**config.mk**
```make
export PLATFORM = sky130hd
export DESIGN_NAME = bresenham_line_raster_flat
export DESIGN_NICKNAME = d
export VERILOG_FILES = /design/src/design/bresl_pkg.sv /design/src/design/bresl_if.sv /design/src/design/bresenham_line_raster.sv /design/src/flat_wrapper.sv
export SDC_FILE = /design/constraint.sdc
export NUM_CORES = 1
export LEC_CHECK = 0
export ABC_AREA = 1
export BUFFER_PORTS_ARGS = -buffer_cell sky130_fd_sc_hd__buf_4
export CORE_ASPECT_RATIO = 1.75
export CORE_MARGIN = 4
export CORE_UTILIZATION = 50
export DETAILED_ROUTE_END_ITERATION = 10
export MAX_ROUTING_LAYER = met4
export PLACE_DENSITY = 0.72
export SLEW_MARGIN = 25
export SYNTH_ARGS = -nofsm -noshare
export SYNTH_HDL_FRONTEND = slang
export SYNTH_SLANG_ARGS = --single-unit
```
**constraint.sdc**
```tcl
create_clock -name clk -period 3 [get_ports clk]
set_input_delay 0.3 -clock clk [delete_from_list [all_inputs] [get_ports clk]]
set_output_delay 0.3 -clock clk [all_outputs]
set_load 0.05 [all_outputs]
```
**src/design/bresl_pkg.sv**
```systemverilog
// ----------------------------------------------------------------------------
// Bresenham line raster package
// Shared widths, defaults and request codes for the line pixel generator.
// ----------------------------------------------------------------------------
package bresl_pkg;

    // default coordinate width (range 4 to 16)
    localparam int COORD_BITS_DEFAULT = 8;

    // RGB565 colour word
    localparam int COLOUR_BITS = 16;

    // request codes carried in req_type
    localparam logic REQ_START = 1'b0;
    localparam logic REQ_STEP  = 1'b1;

endpackage

```
**src/design/bresl_if.sv**
```systemverilog
// ----------------------------------------------------------------------------
// Bresenham line raster channels
// Request channel (line start or pixel step) and pixel result channel.
// ----------------------------------------------------------------------------
interface bresl_req_if #(
    parameter int COORD_BITS = bresl_pkg::COORD_BITS_DEFAULT
);
    logic                             valid;
    logic                             ready;
    logic                             req_type;
    logic [COORD_BITS-1:0]            x_start;
    logic [COORD_BITS-1:0]            y_start;
    logic [COORD_BITS-1:0]            x_end;
    logic [COORD_BITS-1:0]            y_end;
    logic [bresl_pkg::COLOUR_BITS-1:0] line_colour_in;

    modport source (
        output valid, req_type, x_start, y_start, x_end, y_end, line_colour_in,
        input  ready
    );
    modport sink (
        input  valid, req_type, x_start, y_start, x_end, y_end, line_colour_in,
        output ready
    );
endinterface

interface bresl_pix_if #(
    parameter int COORD_BITS = bresl_pkg::COORD_BITS_DEFAULT
);
    logic                             valid;
    logic                             ready;
    logic [COORD_BITS-1:0]            pixel_x;
    logic [COORD_BITS-1:0]            pixel_y;
    logic [bresl_pkg::COLOUR_BITS-1:0] pixel_colour;
    logic                             last_pixel;

    modport source (
        output valid, pixel_x, pixel_y, pixel_colour, last_pixel,
        input  ready
    );
    modport sink (
        input  valid, pixel_x, pixel_y, pixel_colour, last_pixel,
        output ready
    );
endinterface

```
**src/design/bresenham_line_raster.sv**
```systemverilog
// ----------------------------------------------------------------------------
// Bresenham line raster
// Emits the pixels of a line, one per request, using integer Bresenham with a
// doubled error term. A start request emits the first endpoint; each step
// request emits the next pixel until the second endpoint has been sent.
// ----------------------------------------------------------------------------
// A request's pixel is valid on the output register in the next cycle.
// Throughput: 1 request per cycle unless stalled; the line state advances by one
//   add, compare and increment per step, held in registers between requests.
// A step request while no line runs is taken and produces no pixel.
// Reset: asynchronous, active low; clears the running-line flag, the pixel
//   count and the output valid; the block is idle and ready after reset.
// ----------------------------------------------------------------------------
module bresenham_line_raster #(
    parameter int COORD_BITS = bresl_pkg::COORD_BITS_DEFAULT
) (
    input  logic        clk,
    input  logic        rst_n,
    bresl_req_if.sink   req,
    bresl_pix_if.source pix
);

    localparam int CW = COORD_BITS;
    localparam int TW = COORD_BITS + 1;  // doubled delta
    localparam int EW = COORD_BITS + 3;  // signed error term

    // line state: cur_x/cur_y hold the last emitted pixel
    logic                  busy_reg,        busy_next;
    logic [CW-1:0]         pixels_left_reg, pixels_left_next;
    logic [CW-1:0]         cur_x_reg,       cur_x_next;
    logic [CW-1:0]         cur_y_reg,       cur_y_next;
    logic [EW-1:0]         error_reg,       error_next;
    logic [TW-1:0]         major_twice_reg, major_twice_next;
    logic [TW-1:0]         minor_twice_reg, minor_twice_next;
    logic                  x_neg_reg,       x_neg_next;
    logic                  y_neg_reg,       y_neg_next;
    logic                  x_major_reg,     x_major_next;
    logic [bresl_pkg::COLOUR_BITS-1:0] colour_reg, colour_next;

    // output register
    logic                  pix_valid_reg,   pix_valid_next;
    logic [CW-1:0]         pix_x_reg,       pix_x_next;
    logic [CW-1:0]         pix_y_reg,       pix_y_next;
    logic [bresl_pkg::COLOUR_BITS-1:0] pix_colour_reg, pix_colour_next;
    logic                  pix_last_reg,    pix_last_next;

    logic                  in_fire;
    logic                  is_start;
    logic                  emit;

    // start decode
    logic                  s_x_neg, s_y_neg, s_x_major;
    logic [CW-1:0]         s_dx, s_dy, s_major, s_minor;
    logic [EW-1:0]         s_error;

    // step decode
    logic                  err_ge;
    logic [CW-1:0]         x_inc, y_inc;
    logic [CW-1:0]         st_x, st_y;
    logic [EW-1:0]         st_error;
    logic [CW-1:0]         pl_dec;

    assign req.ready = !pix_valid_reg || pix.ready;
    assign in_fire   = req.valid && req.ready;
    assign is_start  = (req.req_type == bresl_pkg::REQ_START);
    assign emit      = in_fire && (is_start || busy_reg);

    // deltas and initial decision value for a new line
    always_comb
    begin
        s_x_neg   = (req.x_end < req.x_start);
        s_y_neg   = (req.y_end < req.y_start);
        s_dx      = s_x_neg ? (req.x_start - req.x_end) : (req.x_end - req.x_start);
        s_dy      = s_y_neg ? (req.y_start - req.y_end) : (req.y_end - req.y_start);
        s_x_major = (s_dx > s_dy);
        s_major   = s_x_major ? s_dx : s_dy;
        s_minor   = s_x_major ? s_dy : s_dx;
        s_error   = {2'b00, s_minor, 1'b0} - {3'b000, s_major};
    end

    // one Bresenham step from the last emitted pixel
    always_comb
    begin
        err_ge   = !error_reg[EW-1];
        x_inc    = x_neg_reg ? (cur_x_reg - 1'b1) : (cur_x_reg + 1'b1);
        y_inc    = y_neg_reg ? (cur_y_reg - 1'b1) : (cur_y_reg + 1'b1);
        st_x     = (x_major_reg || err_ge) ? x_inc : cur_x_reg;
        st_y     = (!x_major_reg || err_ge) ? y_inc : cur_y_reg;
        st_error = error_reg + {2'b00, minor_twice_reg}
                   - (err_ge ? {2'b00, major_twice_reg} : {EW{1'b0}});
        pl_dec   = pixels_left_reg - 1'b1;
    end

    always_comb
    begin
        busy_next        = busy_reg;
        pixels_left_next = pixels_left_reg;
        cur_x_next       = cur_x_reg;
        cur_y_next       = cur_y_reg;
        error_next       = error_reg;
        major_twice_next = major_twice_reg;
        minor_twice_next = minor_twice_reg;
        x_neg_next       = x_neg_reg;
        y_neg_next       = y_neg_reg;
        x_major_next     = x_major_reg;
        colour_next      = colour_reg;

        pix_x_next       = pix_x_reg;
        pix_y_next       = pix_y_reg;
        pix_colour_next  = pix_colour_reg;
        pix_last_next    = pix_last_reg;
        pix_valid_next   = pix_valid_reg && !pix.ready;

        if (in_fire && is_start)
        begin
            busy_next        = (s_major != '0);
            pixels_left_next = s_major;
            cur_x_next       = req.x_start;
            cur_y_next       = req.y_start;
            error_next       = s_error;
            major_twice_next = {s_major, 1'b0};
            minor_twice_next = {s_minor, 1'b0};
            x_neg_next       = s_x_neg;
            y_neg_next       = s_y_neg;
            x_major_next     = s_x_major;
            colour_next      = req.line_colour_in;

            pix_x_next       = req.x_start;
            pix_y_next       = req.y_start;
            pix_colour_next  = req.line_colour_in;
            pix_last_next    = (s_major == '0);
        end
        else if (emit)
        begin
            busy_next        = (pl_dec != '0);
            pixels_left_next = pl_dec;
            cur_x_next       = st_x;
            cur_y_next       = st_y;
            error_next       = st_error;

            pix_x_next       = st_x;
            pix_y_next       = st_y;
            pix_colour_next  = colour_reg;
            pix_last_next    = (pl_dec == '0);
        end

        if (emit)
        begin
            pix_valid_next = 1'b1;
        end
    end

    always_ff @(posedge clk or negedge rst_n)
    begin
        if (!rst_n)
        begin
            busy_reg        <= 1'b0;
            pixels_left_reg <= '0;
            pix_valid_reg   <= 1'b0;
        end
        else
        begin
            busy_reg        <= busy_next;
            pixels_left_reg <= pixels_left_next;
            pix_valid_reg   <= pix_valid_next;
        end
    end

    always_ff @(posedge clk)
    begin
        cur_x_reg       <= cur_x_next;
        cur_y_reg       <= cur_y_next;
        error_reg       <= error_next;
        major_twice_reg <= major_twice_next;
        minor_twice_reg <= minor_twice_next;
        x_neg_reg       <= x_neg_next;
        y_neg_reg       <= y_neg_next;
        x_major_reg     <= x_major_next;
        colour_reg      <= colour_next;
        pix_x_reg       <= pix_x_next;
        pix_y_reg       <= pix_y_next;
        pix_colour_reg  <= pix_colour_next;
        pix_last_reg    <= pix_last_next;
    end

    assign pix.valid        = pix_valid_reg;
    assign pix.pixel_x      = pix_x_reg;
    assign pix.pixel_y      = pix_y_reg;
    assign pix.pixel_colour = pix_colour_reg;
    assign pix.last_pixel   = pix_last_reg;

    // a line runs exactly while pixels remain
    a_busy_count: assert property (@(posedge clk) disable iff (!rst_n)
        busy_reg == (pixels_left_reg != '0))
        else $error("busy flag disagrees with remaining pixel count");

    // a start transfer puts the first endpoint on the output
    a_start_pixel: assert property (@(posedge clk) disable iff (!rst_n)
        (in_fire && is_start) |=>
            (pix.valid && pix.pixel_x == $past(req.x_start)
             && pix.pixel_y == $past(req.y_start)))
        else $error("start transfer did not emit the first endpoint");

    // the final step flags the last pixel and ends the line
    a_last_step: assert property (@(posedge clk) disable iff (!rst_n)
        (in_fire && !is_start && busy_reg && pixels_left_reg == 1) |=>
            (pix.valid && pix.last_pixel && !busy_reg))
        else $error("final step did not flag the last pixel");

endmodule

```
**src/flat_wrapper.sv**
```systemverilog
// flat-port wrapper written by rule: the top's interface ports become plain ports
module bresenham_line_raster_flat 
#(
    parameter int COORD_BITS = bresl_pkg::COORD_BITS_DEFAULT
)
  (clk, rst_n, req_valid, req_req_type, req_x_start, req_y_start, req_x_end, req_y_end, req_line_colour_in, req_ready, pix_valid, pix_pixel_x, pix_pixel_y, pix_pixel_colour, pix_last_pixel, pix_ready);
  bresl_req_if #(.COORD_BITS(COORD_BITS)) req_i ();
  bresl_pix_if #(.COORD_BITS(COORD_BITS)) pix_i ();
  input  logic clk;
  input  logic rst_n;
  input wire logic [$bits(req_i.valid)-1:0] req_valid;
  input wire logic [$bits(req_i.req_type)-1:0] req_req_type;
  input wire logic [$bits(req_i.x_start)-1:0] req_x_start;
  input wire logic [$bits(req_i.y_start)-1:0] req_y_start;
  input wire logic [$bits(req_i.x_end)-1:0] req_x_end;
  input wire logic [$bits(req_i.y_end)-1:0] req_y_end;
  input wire logic [$bits(req_i.line_colour_in)-1:0] req_line_colour_in;
  output wire logic [$bits(req_i.ready)-1:0] req_ready;
  output wire logic [$bits(pix_i.valid)-1:0] pix_valid;
  output wire logic [$bits(pix_i.pixel_x)-1:0] pix_pixel_x;
  output wire logic [$bits(pix_i.pixel_y)-1:0] pix_pixel_y;
  output wire logic [$bits(pix_i.pixel_colour)-1:0] pix_pixel_colour;
  output wire logic [$bits(pix_i.last_pixel)-1:0] pix_last_pixel;
  input wire logic [$bits(pix_i.ready)-1:0] pix_ready;
  assign req_i.valid = req_valid;
  assign req_i.req_type = req_req_type;
  assign req_i.x_start = req_x_start;
  assign req_i.y_start = req_y_start;
  assign req_i.x_end = req_x_end;
  assign req_i.y_end = req_y_end;
  assign req_i.line_colour_in = req_line_colour_in;
  assign req_ready = req_i.ready;
  assign pix_valid = pix_i.valid;
  assign pix_pixel_x = pix_i.pixel_x;
  assign pix_pixel_y = pix_i.pixel_y;
  assign pix_pixel_colour = pix_i.pixel_colour;
  assign pix_last_pixel = pix_i.last_pixel;
  assign pix_i.ready = pix_ready;
  bresenham_line_raster #(.COORD_BITS(COORD_BITS)) u_core (.clk(clk), .rst_n(rst_n), .req(req_i), .pix(pix_i));
endmodule
```
After elaboration in Yosys (flattened, before gate mapping)
Cells that the tools add are included.
{"block": "totals", "inputBits": 53, "output_inout_bits": 35, "ff_bits": 89, "word_cells": 75}
{"block": "op_classes", "muxes": 24, "magnitude_cmp": 3, "n_addsub": 12, "bitwise_logic": 1, "reduce_logical": 19, "n_eq_ne": 2}
{"operator": "two-way mux 8 bit", "n": 14}
{"operator": "two-way mux 16 bit", "n": 2}
{"operator": "subtractor 8 bit", "n": 4}
{"operator": "subtractor 8 x 1 -> 8 bit (second input constant)", "n": 3}
{"operator": "two-way mux 11 bit", "n": 2}
{"operator": "adder 8 x 1 -> 8 bit (second input constant)", "n": 2}
{"operator": "zero test 8 bit", "n": 2}
{"operator": "< comparator 8 bit", "n": 2}
{"operator": "nonzero test 8 bit", "n": 2}
{"operator": "adder 11 x 9 -> 11 bit", "n": 1}
{"operator": "subtractor 11 bit", "n": 1}
{"operator": "subtractor 9 x 8 -> 10 bit", "n": 1}
{"operator": "two-way mux 9 bit", "n": 1}
{"operator": "greater-than comparator 8 bit", "n": 1}
{"operator": "!= test 3 bit (second input constant)", "n": 2}
{"operator": "two-way mux 1 bit", "n": 5}
{"operator": "logical AND 1 bit", "n": 4}
{"operator": "zero test 1 bit", "n": 4}
{"operator": "logical OR 1 bit", "n": 4}
{"operator": "AND reduction 2 bit", "n": 2}
{"operator": "nonzero test 2 bit", "n": 1}
{"operator": "inverter 1 bit", "n": 1}

Logic depth before layout (Yosys ltp)
{"block": "logic_depth", "ltp_word": 6, "ltp_mapped": 39}

Worst setup path after synthesis
Ideal clock, no wire load.
{"block": "synth_timing", "path_type": "input to register", "from": "input req_y_end[0]", "to": "register u_core.error_reg[8], data pin", "t_arrival_ps": 4849, "t_required_ps": 2740, "slack_ps": -2109, "n_path_buf": 2, "path_stages": 32, "cell_sequence": "inv_1 ha_1 inv_1 fa_1 nand3_1 nand2_1 nand2_2 nand2_4 o21ai_0 o22ai_1 xnor2_1 ha_1 a21oi_1 nor2_1 a211oi_1 nand2_4 nand2_8 buf_12 buf_2 o21ai_0 fa_1 a31oi_1 inv_1 a21oi_1 nor2_1 o21a_1 nor2_1 nor2_1 nor2_1 nand2_2 nand2_1 o22ai_2"}
{"block": "synth_between", "elab_chain_len": 6, "word_cells_on_any_way": 9}
{"item": "start, declared", "line_no": "flat_wrapper.sv:16", "rtl": "input wire logic [$bits(req_i.y_end)-1:0] req_y_end;"}
{"item": "subtractor 8 bit or < comparator 8 bit (tied branches)", "line_no": "bresenham_line_raster.sv:74, bresenham_line_raster.sv:72"}
{"item": "two-way mux 8 bit *", "line_no": "bresenham_line_raster.sv:74", "rtl": "s_dy = s_y_neg ? (req.y_start - req.y_end) : (req.y_end - req.y_start);"}
{"item": "greater-than comparator 8 bit", "line_no": "bresenham_line_raster.sv:75", "rtl": "s_x_major = (s_dx > s_dy);"}
{"item": "two-way mux 8 bit *", "line_no": "bresenham_line_raster.sv:77", "rtl": "s_minor = s_x_major ? s_dy : s_dx;"}
{"item": "named net u_core.s_minor[0]", "line_no": "bresenham_line_raster.sv:53", "rtl": "logic [CW-1:0] s_dx, s_dy, s_major, s_minor;"}
{"item": "subtractor 9 x 8 -> 10 bit *", "line_no": "bresenham_line_raster.sv:78", "rtl": "s_error = {2'b00, s_minor, 1'b0} - {3'b000, s_major};"}
{"item": "two-way mux 11 bit *", "line_no": "bresenham_line_raster.sv:114", "rtl": "if (in_fire && is_start)"}
{"item": "named net u_core.error_next[8]", "line_no": "bresenham_line_raster.sv:32", "rtl": "logic [EW-1:0] error_reg, error_next;"}
{"item": "end signal, assigned", "line_no": "bresenham_line_raster.sv:173", "rtl": "error_reg <= error_next;"}
{"item": "end, declared", "line_no": "bresenham_line_raster.sv:32"}
Mark *: on every way through the listed nets, which the timed path passes. The rest lies on a longest branch.
A chain may end at the register's enable or synchronous reset.

Final worst setup path
{"block": "layout_timing", "from": "input req_y_start[7]", "to": "register u_core.error_reg[8], data pin"}
{"block": "layout_between", "elab_chain_len": 6, "word_cells_on_any_way": 9}
{"item": "start, declared", "line_no": "flat_wrapper.sv:14", "rtl": "input wire logic [$bits(req_i.y_start)-1:0] req_y_start;"}
{"item": "< comparator 8 bit *", "line_no": "bresenham_line_raster.sv:72", "rtl": "s_y_neg = (req.y_end < req.y_start);"}
{"item": "named net u_core.s_y_neg", "line_no": "bresenham_line_raster.sv:52", "rtl": "logic s_x_neg, s_y_neg, s_x_major;"}
{"item": "two-way mux 8 bit *", "line_no": "bresenham_line_raster.sv:74"}
{"item": "greater-than comparator 8 bit", "line_no": "bresenham_line_raster.sv:75"}
{"item": "two-way mux 8 bit *", "line_no": "bresenham_line_raster.sv:77"}
{"item": "named net u_core.s_minor[2]", "line_no": "bresenham_line_raster.sv:53"}
{"item": "subtractor 9 x 8 -> 10 bit *", "line_no": "bresenham_line_raster.sv:78"}
{"item": "two-way mux 11 bit *", "line_no": "bresenham_line_raster.sv:114"}
{"item": "named net u_core.error_next[8]", "line_no": "bresenham_line_raster.sv:32"}
Marks and branches as above.

==> metrics.yaml <==
sta:
  slew_headroom: 0.537
  skew_ps: 13.7
  worst_slack_ps: -1810
  rsz0062_at_grt: "true"
  max_freq_ghz: 0.208
  post-route-period-util: 1.60
  fin_crit_ps: 4810
  tightest_slew_ps: 695
  setup_viol: 37
  finalSetupTns_ps: -29250
  finalHoldViolations: 0
  slew_violations: 0
worst_hold_path:
  min_path_type: "primary input to flip-flop"
logic_synthesis:
  yosysWarnings: 0
  synthTopCellsByCount: "nand2_1, inv_1, edfxtp_1"
  yosysSeqAreaShare: 0.377
  synth-edff-count: 78
  synthCells: 813
  yosys.area.top_type: "edfxtp_1"
  syn_nets: 948
  synth_top_area_frac: 0.341
  ys_types: 45
  ys_ff_latch: 88
  syn_area_per_cell_um2: 8.46
  netlist_top_cells_area: "edfxtp_1, ha_1, nand2_1"
  syn-cell-area_um2: 6870
  synth_most_common_cell: "nand2_1"
  synthFlopType: "edfxtp_1"
  synthArstFlopShare: 0.114
critical_path:
  cpPeakStageDelay_ps: 360
  arrival_ps: 4920
  cp.required_ps: 3110
  cp-end-kind: "flip-flop"
  critPathSlowestCell: "ha_1"
  cp_common_cell: "nor2_2"
  cp_max_fo: 8
  crit_type: "primary input to flip-flop"
  critPathLaunchType: "primary input"
die:
  ios: 88
  die_area_um2: 15800
  die_w_um: 96.6
  num_rows: 56
  core_um2: 13500
  die_h_um: 163
  initial_core_util: 0.511
global_routing:
  grt_use_met3: 0.0321
  track_usage: 0.239
  grt-ovfl-total: 0
  met1_usage: 0.210
  antenna_found_initial: 0
  grt_pass1_vias: 6741
  grt_pass1_wl_um: 29700
  top_usage_layer: "met2"
  grt_start_max_net_pins: 60
  met2_usage: 0.474
finish:
  drive_gt1_frac: 0.436
  n_fill_cell: 884
  final_cells: 1276
  layout.nets: 1232
  antenna_cells: 0
  syn_to_final_growth_pct: 51.2
clock_tree:
  h-tree-depth: 3
  clock_path_buffers: 2
  cts_buffers: 9
  cts_tree: "yes"
  worstSkewPairLatency_ps: 350
  root_buffer: "clkbuf_16"
  clkSinkCount: 88
  clk_pin_slew_ps: 80
pwr:
  ir_worst_vdd_v: 0.000556
  power_density_nw_per_um2: 1120
  p_leak_nw: 5.12
flow_run:
  cap_violations: 0
status:
  violations: "negative setup slack"
  status: "finished with violations"
detailed_routing:
  drtAntennaViolNets: 0
  drt_iter0_drc: 381
  vias: 6982
  drc: 0
  wl_per_cell_um: 17.6
  viasPerCell: 5.47
  wl_um: 22500
  first_pass_iters: 7
placement:
  io_buffers: 87
  hpwl_um: 12800
  place.gp.congestion: 0.950
  dp.cells: 1198
==> placed cells by master (no fill, tap or decap), types with 5 or more instances in the layout <==
cell / netlist / final
nand3_1: 39 / 25
o221ai_2: 0 / 5
o21ai_0: 44 / 28
inv_1: 147 / 132
fa_1: 16 / 12
o21ai_2: 1 / 8
nor2_1: 49 / 38
dfrtp_1: 10 / 10
edfxtp_1: 78 / 78
xor2_1: 22 / 19
buf_4: 0 / 252
ha_1: 66 / 50
ha_4: 0 / 12
buf_6: 1 / 31
a21oi_2: 0 / 7
nand2_2: 13 / 29
nand2_4: 11 / 26
inv_2: 2 / 12
nor2_2: 4 / 10
o21ai_4: 1 / 7
nor2_4: 1 / 6
nand3_2: 3 / 16
clkbuf_16: 0 / 9
a21oi_1: 33 / 25
nand2_1: 197 / 166
==> worst paths after layout <==
| check | end | from | slack, ps | cells after the start |
|---|---|---|---|---|
| max | u_core.error_reg[8] | req_y_start[7] | -1810 | 33 |
| min | u_core.colour_reg[7] | req_line_colour_in[7] | 140 | 1 |
| max reg2reg | u_core.error_reg[9] | u_core.error_reg[10] | -400 | 17 |
| min reg2reg | u_core.pix.pixel_colour[0] | u_core.colour_reg[0] | 510 | 2 |
| max in group asynchronous | u_core.pixels_left_reg[0] | rst_n | 2530 | 2 |
| min in group asynchronous | u_core.pixels_left_reg[5] | rst_n | 320 | 2 |
==> area by class of cell <==
type,count,area (µm²),share of cell area
Sequential cell,88,2590,0.249
Clock inverter,7,62.6,0.00602
Timing Repair Buffer,288,2320,0.223
Clock buffer,9,225,0.0217
Multi-Input combinational cell,560,4370,0.421
Tap cell,174,218,0.0210
Inverter,150,606,0.0583
==> through the flow <==
step	utilization	power, mW	setup slack, ps	hold slack, ps	cell area (µm²)
5_1_grt	0.772	12.2	-1900	129	10400
2_1_floorplan	-	5.71	-1770	4.41	7050
3_5_place_dp	0.660	7.68	-1980	140	8870
4_1_cts	0.728	9.95	-1190	130	9790
3_3_place_gp	0.660	7.53	-1820	138	8870
6_report	0.772	11.6	-1810	136	10400
==> worst max-delay path, delay by kind of cell <==
kind | cells | cell delay, ps
buffers and inverters | 6 | 520
adder cells (fa/ha/maj) | 3 | 930
AO/OA/AOI/OAI | 6 | 830
AND/OR/NAND/NOR | 18 | 2350
==> report_power, final <==
part	internal (mW)	switching (mW)	total [mW]	leakage (nW)
Sequential	1.82	0.151	1.98	0.858
Combinational	3.87	4.61	8.48	4.12
Clock	0.582	0.550	1.13	0.144
Total	6.28	5.31	11.6	5.12
==> per-layer routing <==
layer  vias to the layer above  share of wire
met5                         -              0
met1                      3264           0.32
met3                       144          0.050
li1                       3204              -
met4                         0          0.082
met2                       370           0.55
==> cell families after synthesis <==
logic type | synth area share
buf+inv | 0.0954
simple gates | 0.219
fa+ha+maj | 0.167
xor+xnor | 0.0382
compound gates | 0.103
flops | 0.377
==> timing repair <==
| item | 4_1_cts | 5_1_grt |
|---|---|---|
| endpoints found under the setup margin | 34 | 36 |
| gates resized for setup | 88 | 98 |
| buffers inserted | 45 | 26 |
| hold endpoints to repair | 10 | 0 |
| gates cloned | 1 | 0 |
| hold buffers | 1 | 0 |
| pin swaps | 49 | 60 |
Power figures use the tool's default switching activity.
